## src/rtl/clr_pkg.sv

```systemverilog
// Shared types, constants and name tables of the command line recognizer.
package clr_pkg;

  localparam int NAME_MAX = 20;
  localparam int ARG_MAX  = 40;

  localparam logic [7:0] CH_LF    = 8'h0A;
  localparam logic [7:0] CH_CR    = 8'h0D;
  localparam logic [7:0] CH_SPACE = 8'h20;
  localparam logic [7:0] CH_BANG  = 8'h21;
  localparam logic [7:0] CH_UNDER = 8'h5F;
  localparam logic [7:0] CH_TILDE = 8'h7E;
  localparam logic [7:0] CASE_OFFSET = 8'd32;

  typedef enum logic [3:0] {
    PH_NAME     = 4'd0,
    PH_A1_START = 4'd1,
    PH_A1_BODY  = 4'd2,
    PH_A2_START = 4'd3,
    PH_A2_BODY  = 4'd4,
    PH_CR       = 4'd5,
    PH_LF       = 4'd6,
    PH_SKIP     = 4'd7
  } clr_phase_e;

  typedef enum logic [1:0] {
    CMD_LOGIN   = 2'd0,
    CMD_METRICS = 2'd1,
    CMD_FINISH  = 2'd2,
    CMD_NONE    = 2'd3
  } clr_cmd_e;

  typedef enum logic [1:0] {
    RES_NONE = 2'd0,
    RES_CHAR = 2'd1,
    RES_FAIL = 2'd2,
    RES_OK   = 2'd3
  } clr_res_e;

  // Command names in upper case, padded with zeros.
  localparam logic [7:0] CMD_TEXT [3][8] = '{
    '{"L", "O", "G", "I", "N", 8'h00, 8'h00, 8'h00},
    '{"M", "E", "T", "R", "I", "C", "S", 8'h00},
    '{"F", "I", "N", "I", "S", "H", 8'h00, 8'h00}
  };
  localparam logic [4:0] CMD_LEN [3] = '{5'd5, 5'd7, 5'd6};

  typedef struct packed {
    clr_phase_e  phase;
    logic [4:0]  name_count;
    logic [2:0]  name_alive;
    logic [5:0]  arg_count;
    logic        first_present;
    logic        second_present;
    logic [5:0]  first_length;
    logic [5:0]  second_length;
    clr_cmd_e    chosen_command;
  } clr_state_t;

  localparam clr_state_t STATE_RESET = '{
    phase:          PH_NAME,
    name_count:     5'd0,
    name_alive:     3'b111,
    arg_count:      6'd0,
    first_present:  1'b0,
    second_present: 1'b0,
    first_length:   6'd0,
    second_length:  6'd0,
    chosen_command: CMD_NONE
  };

  typedef struct packed {
    logic        kind;
    logic [1:0]  arg_number;
    logic [7:0]  arg_char;
    logic        line_ok;
    clr_cmd_e    command_code;
    logic        first_arg_present;
    logic        second_arg_present;
    logic [5:0]  first_arg_length;
    logic [5:0]  second_arg_length;
  } clr_result_t;

  // One parser step: the line state after the byte and the result it causes.
  typedef struct packed {
    clr_state_t  next_state;
    logic        emit;
    clr_result_t result;
  } clr_step_t;

endpackage

```

## src/rtl/clr_if.sv

```systemverilog
// Valid/ready channel interfaces for command bytes and recognizer results.
interface clr_in_if;
  logic       valid;
  logic       ready;
  logic [7:0] data_byte;
  logic       chunk_end;

  modport source (output valid, output data_byte, output chunk_end, input ready);
  modport sink   (input valid, input data_byte, input chunk_end, output ready);
endinterface

interface clr_out_if;
  logic       valid;
  logic       ready;
  logic       kind;
  logic [1:0] arg_number;
  logic [7:0] arg_char;
  logic       line_ok;
  logic [1:0] command_code;
  logic       first_arg_present;
  logic       second_arg_present;
  logic [5:0] first_arg_length;
  logic [5:0] second_arg_length;

  modport source (
    output valid, output kind, output arg_number, output arg_char, output line_ok,
    output command_code, output first_arg_present, output second_arg_present,
    output first_arg_length, output second_arg_length, input ready
  );
  modport sink (
    input valid, input kind, input arg_number, input arg_char, input line_ok,
    input command_code, input first_arg_present, input second_arg_present,
    input first_arg_length, input second_arg_length, output ready
  );
endinterface

```

## src/rtl/clr_parser.sv

```systemverilog
// Combinational parse step: line state and one byte in, next state and result out.
module clr_parser (
  input  clr_pkg::clr_state_t state_i,
  input  logic [7:0]          data_byte_i,
  input  logic                chunk_end_i,
  output clr_pkg::clr_step_t  step_o
);

  clr_pkg::clr_state_t nxt;
  clr_pkg::clr_res_e   res;
  clr_pkg::clr_cmd_e   sel;
  logic [1:0]          argn;
  logic [7:0]          upper;
  logic                name_end;
  logic                arg_end;

  always_comb begin
    nxt   = state_i;
    res   = clr_pkg::RES_NONE;
    argn  = 2'd0;
    upper = (data_byte_i inside {["a":"z"]}) ? data_byte_i - clr_pkg::CASE_OFFSET
                                             : data_byte_i;
    name_end = (state_i.name_count >= 5'(clr_pkg::NAME_MAX)) ||
               (data_byte_i == clr_pkg::CH_SPACE) || (data_byte_i == clr_pkg::CH_CR);
    arg_end  = (state_i.arg_count >= 6'(clr_pkg::ARG_MAX)) ||
               (data_byte_i == clr_pkg::CH_SPACE) || (data_byte_i == clr_pkg::CH_CR);

    // Lowest surviving candidate of matching length wins.
    sel = clr_pkg::CMD_NONE;
    for (int k = 2; k >= 0; k--) begin
      if (state_i.name_alive[k] && (state_i.name_count == clr_pkg::CMD_LEN[k])) begin
        sel = clr_pkg::clr_cmd_e'(k[1:0]);
      end
    end

    case (state_i.phase)
      clr_pkg::PH_NAME: begin
        if (name_end) begin
          if ((state_i.name_count == 5'd0) || (sel == clr_pkg::CMD_NONE)) begin
            res = clr_pkg::RES_FAIL;
          end else begin
            nxt.chosen_command = sel;
            // The ending byte is taken by the following stage right away.
            if (data_byte_i == clr_pkg::CH_CR) begin
              nxt.phase = clr_pkg::PH_LF;
            end else if ((sel == clr_pkg::CMD_LOGIN) &&
                         (data_byte_i == clr_pkg::CH_SPACE)) begin
              nxt.arg_count = 6'd0;
              nxt.phase     = clr_pkg::PH_A1_BODY;
            end else begin
              res = clr_pkg::RES_FAIL;
            end
          end
        end else if (!(data_byte_i inside {["A":"Z"], ["a":"z"]}) &&
                     (data_byte_i != clr_pkg::CH_UNDER)) begin
          res = clr_pkg::RES_FAIL;
        end else begin
          for (int k = 0; k < 3; k++) begin
            if ((state_i.name_count >= clr_pkg::CMD_LEN[k]) ||
                (clr_pkg::CMD_TEXT[k][state_i.name_count[2:0]] != upper)) begin
              nxt.name_alive[k] = 1'b0;
            end
          end
          nxt.name_count = state_i.name_count + 5'd1;
        end
      end
      clr_pkg::PH_A1_START, clr_pkg::PH_A2_START: begin
        if (data_byte_i == clr_pkg::CH_CR) begin
          nxt.phase = clr_pkg::PH_LF;
        end else if (data_byte_i == clr_pkg::CH_SPACE) begin
          nxt.arg_count = 6'd0;
          nxt.phase = (state_i.phase == clr_pkg::PH_A1_START) ? clr_pkg::PH_A1_BODY
                                                               : clr_pkg::PH_A2_BODY;
        end else begin
          res = clr_pkg::RES_FAIL;
        end
      end
      clr_pkg::PH_A1_BODY: begin
        if (arg_end) begin
          if (state_i.arg_count == 6'd0) begin
            res = clr_pkg::RES_FAIL;
          end else begin
            nxt.first_present = 1'b1;
            nxt.first_length  = state_i.arg_count;
            if (data_byte_i == clr_pkg::CH_CR) begin
              nxt.phase = clr_pkg::PH_LF;
            end else if (data_byte_i == clr_pkg::CH_SPACE) begin
              nxt.arg_count = 6'd0;
              nxt.phase     = clr_pkg::PH_A2_BODY;
            end else begin
              res = clr_pkg::RES_FAIL;
            end
          end
        end else if (!(data_byte_i inside {[clr_pkg::CH_BANG:clr_pkg::CH_TILDE]})) begin
          res = clr_pkg::RES_FAIL;
        end else begin
          argn          = 2'd1;
          nxt.arg_count = state_i.arg_count + 6'd1;
          res           = clr_pkg::RES_CHAR;
        end
      end
      clr_pkg::PH_A2_BODY: begin
        if (arg_end) begin
          if (state_i.arg_count == 6'd0) begin
            res = clr_pkg::RES_FAIL;
          end else begin
            nxt.second_present = 1'b1;
            nxt.second_length  = state_i.arg_count;
            if (data_byte_i == clr_pkg::CH_CR) begin
              nxt.phase = clr_pkg::PH_LF;
            end else begin
              res = clr_pkg::RES_FAIL;
            end
          end
        end else if (!(data_byte_i inside {[clr_pkg::CH_BANG:clr_pkg::CH_TILDE]})) begin
          res = clr_pkg::RES_FAIL;
        end else begin
          argn          = 2'd2;
          nxt.arg_count = state_i.arg_count + 6'd1;
          res           = clr_pkg::RES_CHAR;
        end
      end
      clr_pkg::PH_CR: begin
        if (data_byte_i == clr_pkg::CH_CR) begin
          nxt.phase = clr_pkg::PH_LF;
        end else begin
          res = clr_pkg::RES_FAIL;
        end
      end
      clr_pkg::PH_LF: begin
        res = (data_byte_i == clr_pkg::CH_LF) ? clr_pkg::RES_OK : clr_pkg::RES_FAIL;
      end
      clr_pkg::PH_SKIP: begin
        res = clr_pkg::RES_NONE;
      end
      default: begin
        res = clr_pkg::RES_FAIL;
      end
    endcase

    // Chunk ran out before LF.
    if ((state_i.phase != clr_pkg::PH_SKIP) && chunk_end_i &&
        ((res == clr_pkg::RES_NONE) || (res == clr_pkg::RES_CHAR))) begin
      res = clr_pkg::RES_FAIL;
    end

    // After a verdict drop the rest of the chunk; a chunk end starts a new line.
    if ((state_i.phase == clr_pkg::PH_SKIP) ||
        (res == clr_pkg::RES_FAIL) || (res == clr_pkg::RES_OK)) begin
      if (chunk_end_i) begin
        nxt = clr_pkg::STATE_RESET;
      end else begin
        nxt.phase = clr_pkg::PH_SKIP;
      end
    end

    step_o.next_state = nxt;
    step_o.emit       = (res != clr_pkg::RES_NONE);

    step_o.result.kind       = (res != clr_pkg::RES_CHAR);
    step_o.result.arg_number = (res == clr_pkg::RES_CHAR) ? argn : 2'd0;
    step_o.result.arg_char   = (res == clr_pkg::RES_CHAR) ? data_byte_i : 8'd0;
    step_o.result.line_ok    = (res == clr_pkg::RES_OK);
    step_o.result.command_code =
      (res == clr_pkg::RES_OK) ? state_i.chosen_command : clr_pkg::CMD_NONE;
    step_o.result.first_arg_present =
      (res == clr_pkg::RES_OK) ? state_i.first_present : 1'b0;
    step_o.result.second_arg_present =
      (res == clr_pkg::RES_OK) ? state_i.second_present : 1'b0;
    step_o.result.first_arg_length =
      (res == clr_pkg::RES_OK) ? state_i.first_length : 6'd0;
    step_o.result.second_arg_length =
      (res == clr_pkg::RES_OK) ? state_i.second_length : 6'd0;
  end

endmodule

```

## src/rtl/clr_out_buf.sv

```systemverilog
// Two-entry result buffer: output register plus skid register.
module clr_out_buf (
  input  logic                 clk_i,
  input  logic                 rst_ni,
  input  logic                 push_i,
  input  clr_pkg::clr_result_t push_data_i,
  output logic                 space_o,
  output logic                 out_valid_o,
  input  logic                 out_ready_i,
  output clr_pkg::clr_result_t out_data_o
);

  logic                 out_valid_q, out_valid_d;
  logic                 skid_valid_q, skid_valid_d;
  clr_pkg::clr_result_t out_data_q, out_data_d;
  clr_pkg::clr_result_t skid_data_q, skid_data_d;
  logic                 pop;

  assign pop = out_valid_q && out_ready_i;

  always_comb begin
    out_valid_d  = out_valid_q;
    skid_valid_d = skid_valid_q;
    out_data_d   = out_data_q;
    skid_data_d  = skid_data_q;
    if (skid_valid_q) begin
      // No push can arrive while the skid entry is full.
      if (pop) begin
        out_data_d   = skid_data_q;
        skid_valid_d = 1'b0;
      end
    end else if (push_i) begin
      if (!out_valid_q || pop) begin
        out_data_d  = push_data_i;
        out_valid_d = 1'b1;
      end else begin
        skid_data_d  = push_data_i;
        skid_valid_d = 1'b1;
      end
    end else if (pop) begin
      out_valid_d = 1'b0;
    end
  end

  always_ff @(posedge clk_i or negedge rst_ni) begin
    if (!rst_ni) begin
      out_valid_q  <= 1'b0;
      skid_valid_q <= 1'b0;
    end else begin
      out_valid_q  <= out_valid_d;
      skid_valid_q <= skid_valid_d;
    end
  end

  always_ff @(posedge clk_i) begin
    out_data_q  <= out_data_d;
    skid_data_q <= skid_data_d;
  end

  assign space_o     = !skid_valid_q;
  assign out_valid_o = out_valid_q;
  assign out_data_o  = out_data_q;

endmodule

```

## src/rtl/command_line_recognizer.sv

```systemverilog
// Top level of the command line recognizer: line state, parser and result buffer.

// Takes one command byte per cycle and gives at most one result per byte: an
// argument character of LOGIN as it arrives, or the single verdict of the chunk
// (at LF, on the first error, or on the chunk's last byte). A byte is parsed in
// the cycle it is accepted, against the line state register, and its result is
// registered in the output buffer. Throughput is one byte per clock; the
// only thing that limits it is the consumer: results sit in a two-entry buffer
// (output register and skid register), so input ready drops only while both
// entries are full, i.e. after the consumer has held off for two results.
// Bytes after a verdict are swallowed until the chunk end flag, and the next
// chunk starts a fresh line. No configuration and no startup pass are needed.
module command_line_recognizer (
  input  logic      clk_i,
  input  logic      rst_ni,
  clr_in_if.sink    cmd_in_i,
  clr_out_if.source res_out_o
);

  clr_pkg::clr_state_t  state_q;
  clr_pkg::clr_state_t  state_d;
  clr_pkg::clr_step_t   step;
  clr_pkg::clr_result_t res_data;
  logic                 in_accept;
  logic                 buf_space;

  assign in_accept = cmd_in_i.valid && cmd_in_i.ready;

  // Parse the presented byte against the current line state.
  clr_parser u_parser (
    .state_i     (state_q),
    .data_byte_i (cmd_in_i.data_byte),
    .chunk_end_i (cmd_in_i.chunk_end),
    .step_o      (step)
  );

  // Advance the line state only on an accepted request; hold otherwise.
  assign state_d = in_accept ? step.next_state : state_q;

  always_ff @(posedge clk_i or negedge rst_ni) begin
    if (!rst_ni) begin
      state_q <= clr_pkg::STATE_RESET;
    end else begin
      state_q <= state_d;
    end
  end

  // Results go into the two-entry buffer; ready reflects a free skid entry.
  clr_out_buf u_out_buf (
    .clk_i       (clk_i),
    .rst_ni      (rst_ni),
    .push_i      (in_accept && step.emit),
    .push_data_i (step.result),
    .space_o     (buf_space),
    .out_valid_o (res_out_o.valid),
    .out_ready_i (res_out_o.ready),
    .out_data_o  (res_data)
  );

  assign cmd_in_i.ready = buf_space;

  assign res_out_o.kind               = res_data.kind;
  assign res_out_o.arg_number         = res_data.arg_number;
  assign res_out_o.arg_char           = res_data.arg_char;
  assign res_out_o.line_ok            = res_data.line_ok;
  assign res_out_o.command_code       = res_data.command_code;
  assign res_out_o.first_arg_present  = res_data.first_arg_present;
  assign res_out_o.second_arg_present = res_data.second_arg_present;
  assign res_out_o.first_arg_length   = res_data.first_arg_length;
  assign res_out_o.second_arg_length  = res_data.second_arg_length;

  // Input stalls only when results are backed up on the output.
  a_stall_needs_backlog : assert property (
    @(posedge clk_i) disable iff (!rst_ni)
    !cmd_in_i.ready |-> res_out_o.valid
  ) else $error("input stalled with no pending result");

  // A chunk end always leaves the parser waiting for a new command name.
  a_chunk_end_restarts : assert property (
    @(posedge clk_i) disable iff (!rst_ni)
    in_accept && cmd_in_i.chunk_end |=> (state_q.phase == clr_pkg::PH_NAME) &&
                                        (state_q.name_count == 5'd0)
  ) else $error("chunk end did not start a new line");

  // Passed characters always name argument one or two.
  a_char_has_arg : assert property (
    @(posedge clk_i) disable iff (!rst_ni)
    res_out_o.valid && !res_out_o.kind |-> (res_out_o.arg_number == 2'd1) ||
                                           (res_out_o.arg_number == 2'd2)
  ) else $error("argument character without argument number");

  // A failed verdict carries no command.
  a_fail_no_command : assert property (
    @(posedge clk_i) disable iff (!rst_ni)
    res_out_o.valid && res_out_o.kind && !res_out_o.line_ok |->
      (res_out_o.command_code == clr_pkg::CMD_NONE)
  ) else $error("failed verdict carries a command code");

endmodule
```

## src/flat_wrapper.sv

```systemverilog
// flat-port wrapper written by rule: the top's interface ports become plain ports
module command_line_recognizer_flat 
  (clk_i, rst_ni, cmd_in_i_valid, cmd_in_i_data_byte, cmd_in_i_chunk_end, cmd_in_i_ready, res_out_o_valid, res_out_o_kind, res_out_o_arg_number, res_out_o_arg_char, res_out_o_line_ok, res_out_o_command_code, res_out_o_first_arg_present, res_out_o_second_arg_present, res_out_o_first_arg_length, res_out_o_second_arg_length, res_out_o_ready);
  clr_in_if cmd_in_i_i ();
  clr_out_if res_out_o_i ();
  input  logic clk_i;
  input  logic rst_ni;
  input wire logic [$bits(cmd_in_i_i.valid)-1:0] cmd_in_i_valid;
  input wire logic [$bits(cmd_in_i_i.data_byte)-1:0] cmd_in_i_data_byte;
  input wire logic [$bits(cmd_in_i_i.chunk_end)-1:0] cmd_in_i_chunk_end;
  output wire logic [$bits(cmd_in_i_i.ready)-1:0] cmd_in_i_ready;
  output wire logic [$bits(res_out_o_i.valid)-1:0] res_out_o_valid;
  output wire logic [$bits(res_out_o_i.kind)-1:0] res_out_o_kind;
  output wire logic [$bits(res_out_o_i.arg_number)-1:0] res_out_o_arg_number;
  output wire logic [$bits(res_out_o_i.arg_char)-1:0] res_out_o_arg_char;
  output wire logic [$bits(res_out_o_i.line_ok)-1:0] res_out_o_line_ok;
  output wire logic [$bits(res_out_o_i.command_code)-1:0] res_out_o_command_code;
  output wire logic [$bits(res_out_o_i.first_arg_present)-1:0] res_out_o_first_arg_present;
  output wire logic [$bits(res_out_o_i.second_arg_present)-1:0] res_out_o_second_arg_present;
  output wire logic [$bits(res_out_o_i.first_arg_length)-1:0] res_out_o_first_arg_length;
  output wire logic [$bits(res_out_o_i.second_arg_length)-1:0] res_out_o_second_arg_length;
  input wire logic [$bits(res_out_o_i.ready)-1:0] res_out_o_ready;
  assign cmd_in_i_i.valid = cmd_in_i_valid;
  assign cmd_in_i_i.data_byte = cmd_in_i_data_byte;
  assign cmd_in_i_i.chunk_end = cmd_in_i_chunk_end;
  assign cmd_in_i_ready = cmd_in_i_i.ready;
  assign res_out_o_valid = res_out_o_i.valid;
  assign res_out_o_kind = res_out_o_i.kind;
  assign res_out_o_arg_number = res_out_o_i.arg_number;
  assign res_out_o_arg_char = res_out_o_i.arg_char;
  assign res_out_o_line_ok = res_out_o_i.line_ok;
  assign res_out_o_command_code = res_out_o_i.command_code;
  assign res_out_o_first_arg_present = res_out_o_i.first_arg_present;
  assign res_out_o_second_arg_present = res_out_o_i.second_arg_present;
  assign res_out_o_first_arg_length = res_out_o_i.first_arg_length;
  assign res_out_o_second_arg_length = res_out_o_i.second_arg_length;
  assign res_out_o_i.ready = res_out_o_ready;
  command_line_recognizer u_core (.clk_i(clk_i), .rst_ni(rst_ni), .cmd_in_i(cmd_in_i_i), .res_out_o(res_out_o_i));
endmodule
```

## config.mk

```make
export PLATFORM = sky130hd
export DESIGN_NAME = command_line_recognizer_flat
export DESIGN_NICKNAME = d
export VERILOG_FILES = /design/src/rtl/clr_pkg.sv /design/src/rtl/clr_if.sv /design/src/rtl/clr_parser.sv /design/src/rtl/clr_out_buf.sv /design/src/rtl/command_line_recognizer.sv /design/src/flat_wrapper.sv
export SDC_FILE = /design/constraint.sdc
export NUM_CORES = 1
export LEC_CHECK = 0
export BUFFER_PORTS_ARGS = -buffer_cell sky130_fd_sc_hd__buf_2
export CORE_MARGIN = 4
export CORE_UTILIZATION = 55
export CTS_BUF_LIST = sky130_fd_sc_hd__clkbuf_8
export DETAILED_ROUTE_END_ITERATION = 10
export PLACE_DENSITY = 0.74
export SLEW_MARGIN = 20
export SYNTH_ARGS = -nofsm -noshare
export SYNTH_HDL_FRONTEND = slang
export SYNTH_SLANG_ARGS = --single-unit
```

## constraint.sdc

```tcl
create_clock -name clk_i -period 10.2 [get_ports clk_i]
set_clock_uncertainty 0.15 [all_clocks]
set_input_delay 2.04 -clock clk_i [delete_from_list [all_inputs] [get_ports clk_i]]
set_output_delay 2.04 -clock clk_i [all_outputs]
set_load 0.02 [all_outputs]
```

==> out/metrics.csv <==
stage,metric,value,unit
layout,fin area,0.00553,mm2
critical_path,CP required,10.08,ns
synth,number of flops mapped to enable cells by yosys,56,
placed_design,DP Cell Count,625,
global_route,GRT overflow,0,
route,violation count after the first detailed-route iteration,279,
sta,Max-Slew Margin vs Limit,0.438,
sta,Max Freq,204,MHz
placed_design,GPL Wtd Cong,0.970,
sta,setup TNS,0,ns
synth,ys flop type,edfxtp_1,
hold_path,worst hold start,u_core.state_q[12],
power,Pwr Total,0.00133,W
sta,"Period Utilization, post-route",0.482,
cts,hold buffers post-CTS,0,
cts,CTS clock-pin slew for the worst setup and hold paths,0.09,ns
global_route,largest net degree at the start of global routing,36,
power,leakage,2.09,nW
global_route,antenna violations before repair,0,
cts,Sink Count,91,
job,Max Cap Viol,0,
cts,CTS tree,done,
synth,synth warn,0,
critical_path,Worst Setup Path Type,in2reg,
floorplanning,Core Box Area,0.00885,mm2
layout,Post-Layout Cell Count,641,
cts,H-tree depth,3,
global_route,gr usage total,0.213,
placed_design,DP Wirelength,8.09,mm
synth,syn_nets,524,
floorplanning,DIE AREA,0.0108,mm2
critical_path,R2R Path End,u_core.state_q[20],
placed_design,instance area at placement,0.00534,mm2
critical_path,reg-to-reg setup timing slack,6.73,ns
layout,"Area growth, synth to finish",8.79,%
cts,Post-CTS Setup Inserts,0,
synth,register area share after synthesis,0.504,
critical_path,WP data arrival,4.80,ns
synth,ys async rst share,0.385,
layout,post-layout util,0.625,
critical_path,Worst Path Max Fanout,28,
layout,layout cell share with drive strength beyond 1,0.206,
sta,Slew @ Worst Pin,0.838,ns
hold_path,Hold Path Depth,2,
hold_path,hold path endpoint,u_core.state_q[12],
layout,# diodes,0,
route,via/cell ratio,6.19,
global_route,global-route wire length before repair,18.8,mm
floorplanning,Initial Util,0.574,
critical_path,FF-to-FF path depth,6,
critical_path,CP endpoint kind,flip-flop,
layout,fin nets,552,
critical_path,R2R Path Start,u_core.u_out_buf.skid_valid_q,
synth,Post-Syn Instances,500,
run_status,status,"complete, no violations",
sta,Period minus WS final,4.91,ns
route,Avg WL per Cell,17.8,um
floorplanning,IO Pins,43,
critical_path,CP Launch Type,input port,
floorplanning,Die Width,104,um
route,routed wire length,11.4,mm
synth,synth unique cells,66,
placed_design,number of port buffers,42,
sta,endpoints failing hold,0,
power,PD cells,241,mW/mm2
cts,clk_lat worst skew,0.36,ns
cts,post_cts resized,0,
hold_path,HP Class,reg2reg,
sta,Final Setup Violations,0,
route,DR vias,3965,
sta,"Slew Viols, Final",0,
cts,Clk Tree Root Cell,clkbuf_8,
synth,Synth Cell Area,0.00508,mm2
cts,deepest clock path buffer count,2,
synth,mean post-synth cell area,10.2,um2
synth,#FFs+latches synth,91,
route,TritonRoute pass-1 iters,5,
global_route,vias in the first global route,3604,
cts,TritonCTS Buffers,9,
power,Peak VDD IR,106,uV
floorplanning,DIE HEIGHT,104,um
sta,unrepaired setup endpoints after global routing,no,
floorplanning,# rows,34,
route,drc violations,0,
route,Routed Antenna Nets,0,
==> cells by family after synthesis <==
group | after synthesis | share of synthesized area
xor+xnor | 12 | 0.0207
other cells | 1 | 0.000738
compound gates | 131 | 0.170
simple gates | 182 | 0.182
flops | 91 | 0.504
fa+ha+maj | 11 | 0.0271
mux | 26 | 0.0566
buf+inv | 46 | 0.0379
==> routing by layer <==
layer,wire [um],vias to the layer above,GRT usage
met3,702,13,0.0317
met2,5190,156,0.321
met5,0,-,0
met1,5420,1903,0.320
li1,-,1893,-
met4,115,0,0.0627
==> worst max path at each step <==
stage,start,endpoint,slack [ns]
global route,cmd_in_i_data_byte[5],u_core.u_out_buf.skid_data_q[19],5.05
floorplan,cmd_in_i_data_byte[7],u_core.u_out_buf.skid_data_q[0],3.80
finish,cmd_in_i_data_byte[5],u_core.u_out_buf.skid_data_q[0],5.29
detailed placement,cmd_in_i_data_byte[5],u_core.u_out_buf.skid_data_q[9],4.92
CTS,cmd_in_i_data_byte[5],u_core.u_out_buf.skid_data_q[24],5.33
global placement,cmd_in_i_data_byte[5],u_core.u_out_buf.skid_data_q[2],5.09
==> cell type report <==
cell class | count | area [um2]
fill | 727 | 3320
clock inverter | 7 | 67.6
timing repair buffer | 45 | 233
clock buffer | 9 | 124
multi-input combinational | 363 | 2340
inverter | 18 | 70.1
sequential | 91 | 2560
tap | 108 | 135
==> power breakdown <==
| part | switching (W) | internal (W) | leakage [nW] | total [W] |
|---|---|---|---|---|
| Clock | 0.000140 | 0.0000945 | 0.0940 | 0.000234 |
| Combinational | 0.000313 | 0.000187 | 1.02 | 0.000500 |
| Sequential | 0.0000846 | 0.000512 | 0.972 | 0.000596 |
| Total | 0.000538 | 0.000793 | 2.09 | 0.00133 |
==> synth_stat cells (3+ instances only) <==
cell type  count  area share
nor4_1         6      0.0074
and2_1        15       0.018
nor2_1        37       0.027
edfxtp_1      56        0.33
dfstp_2        5       0.026
o211ai_1       5      0.0074
o31ai_1        7       0.010
nand3b_1       3      0.0044
o22a_1         3      0.0052
mux2_2        22       0.049
and2_4         5      0.0086
buf_1          3      0.0022
xnor2_1        6       0.010
a22oi_1       15       0.022
a31oi_1        3      0.0037
nor2b_1        5      0.0062
nor3b_1        3      0.0044
o21ai_0       36       0.035
mux2i_1        4      0.0079
nand4_1        4      0.0049
a21oi_1       23       0.023
ha_1          11       0.027
nor3_1        12       0.012
o21ai_1        4      0.0039
dfrtp_1       30        0.15
nand2b_1       5      0.0062
o22ai_1        8      0.0098
xor2_1         6       0.010
inv_1         16       0.012
nand3_1       17       0.017
or3_1          4      0.0049
nand2_1       53       0.039
clkbuf_1      21       0.016
==> registers in the layout, indices dropped and copies added, names as in the netlist <==
name,flops
u_core.u_out_buf.skid_data_q,28
u_core.u_out_buf.out_valid_o,1
u_core.u_out_buf.out_data_o,28
u_core.state_q,33
u_core.u_out_buf.skid_valid_q,1
==> cell usage in the layout, fill, tap and decap left out, types with 5 or more instances in the layout <==
cell type	synthesis	final
a21oi_1	23	23
a22oi_1	15	14
and2_1	15	15
and2_4	5	5
buf_2	2	42
clkbuf_8	0	9
dfrtp_1	30	30
dfstp_2	5	5
edfxtp_1	56	56
ha_1	11	11
inv_1	16	16
mux2_2	22	22
nand2_1	53	53
nand2b_1	5	5
nand3_1	17	17
nor2_1	37	37
nor2b_1	5	5
nor3_1	12	12
nor4_1	6	6
o211ai_1	5	5
o21ai_0	36	36
o22ai_1	8	8
o31ai_1	7	7
xnor2_1	6	6
xor2_1	6	6
==> critical path, cell delays in order <==
cell      delay [ns]
buf_2           0.15
or3_1           0.42
or4_1           0.46
nor3_4          0.58
inv_1           0.17
o311ai_0        0.19
o21ai_1         0.21
nor3b_2         0.21
buf_4           0.35
==> through the flow <==
stage | setup slack [ns] | hold slack, ns
5_1_grt | 5.05 | 0.386
2_1_floorplan | 3.80 | 0.308
4_1_cts | 5.33 | 0.363
3_3_place_gp | 5.09 | 0.325
6_report | 5.29 | 0.360
3_5_place_dp | 4.92 | 0.342
(Power assumes the default switching activity.)
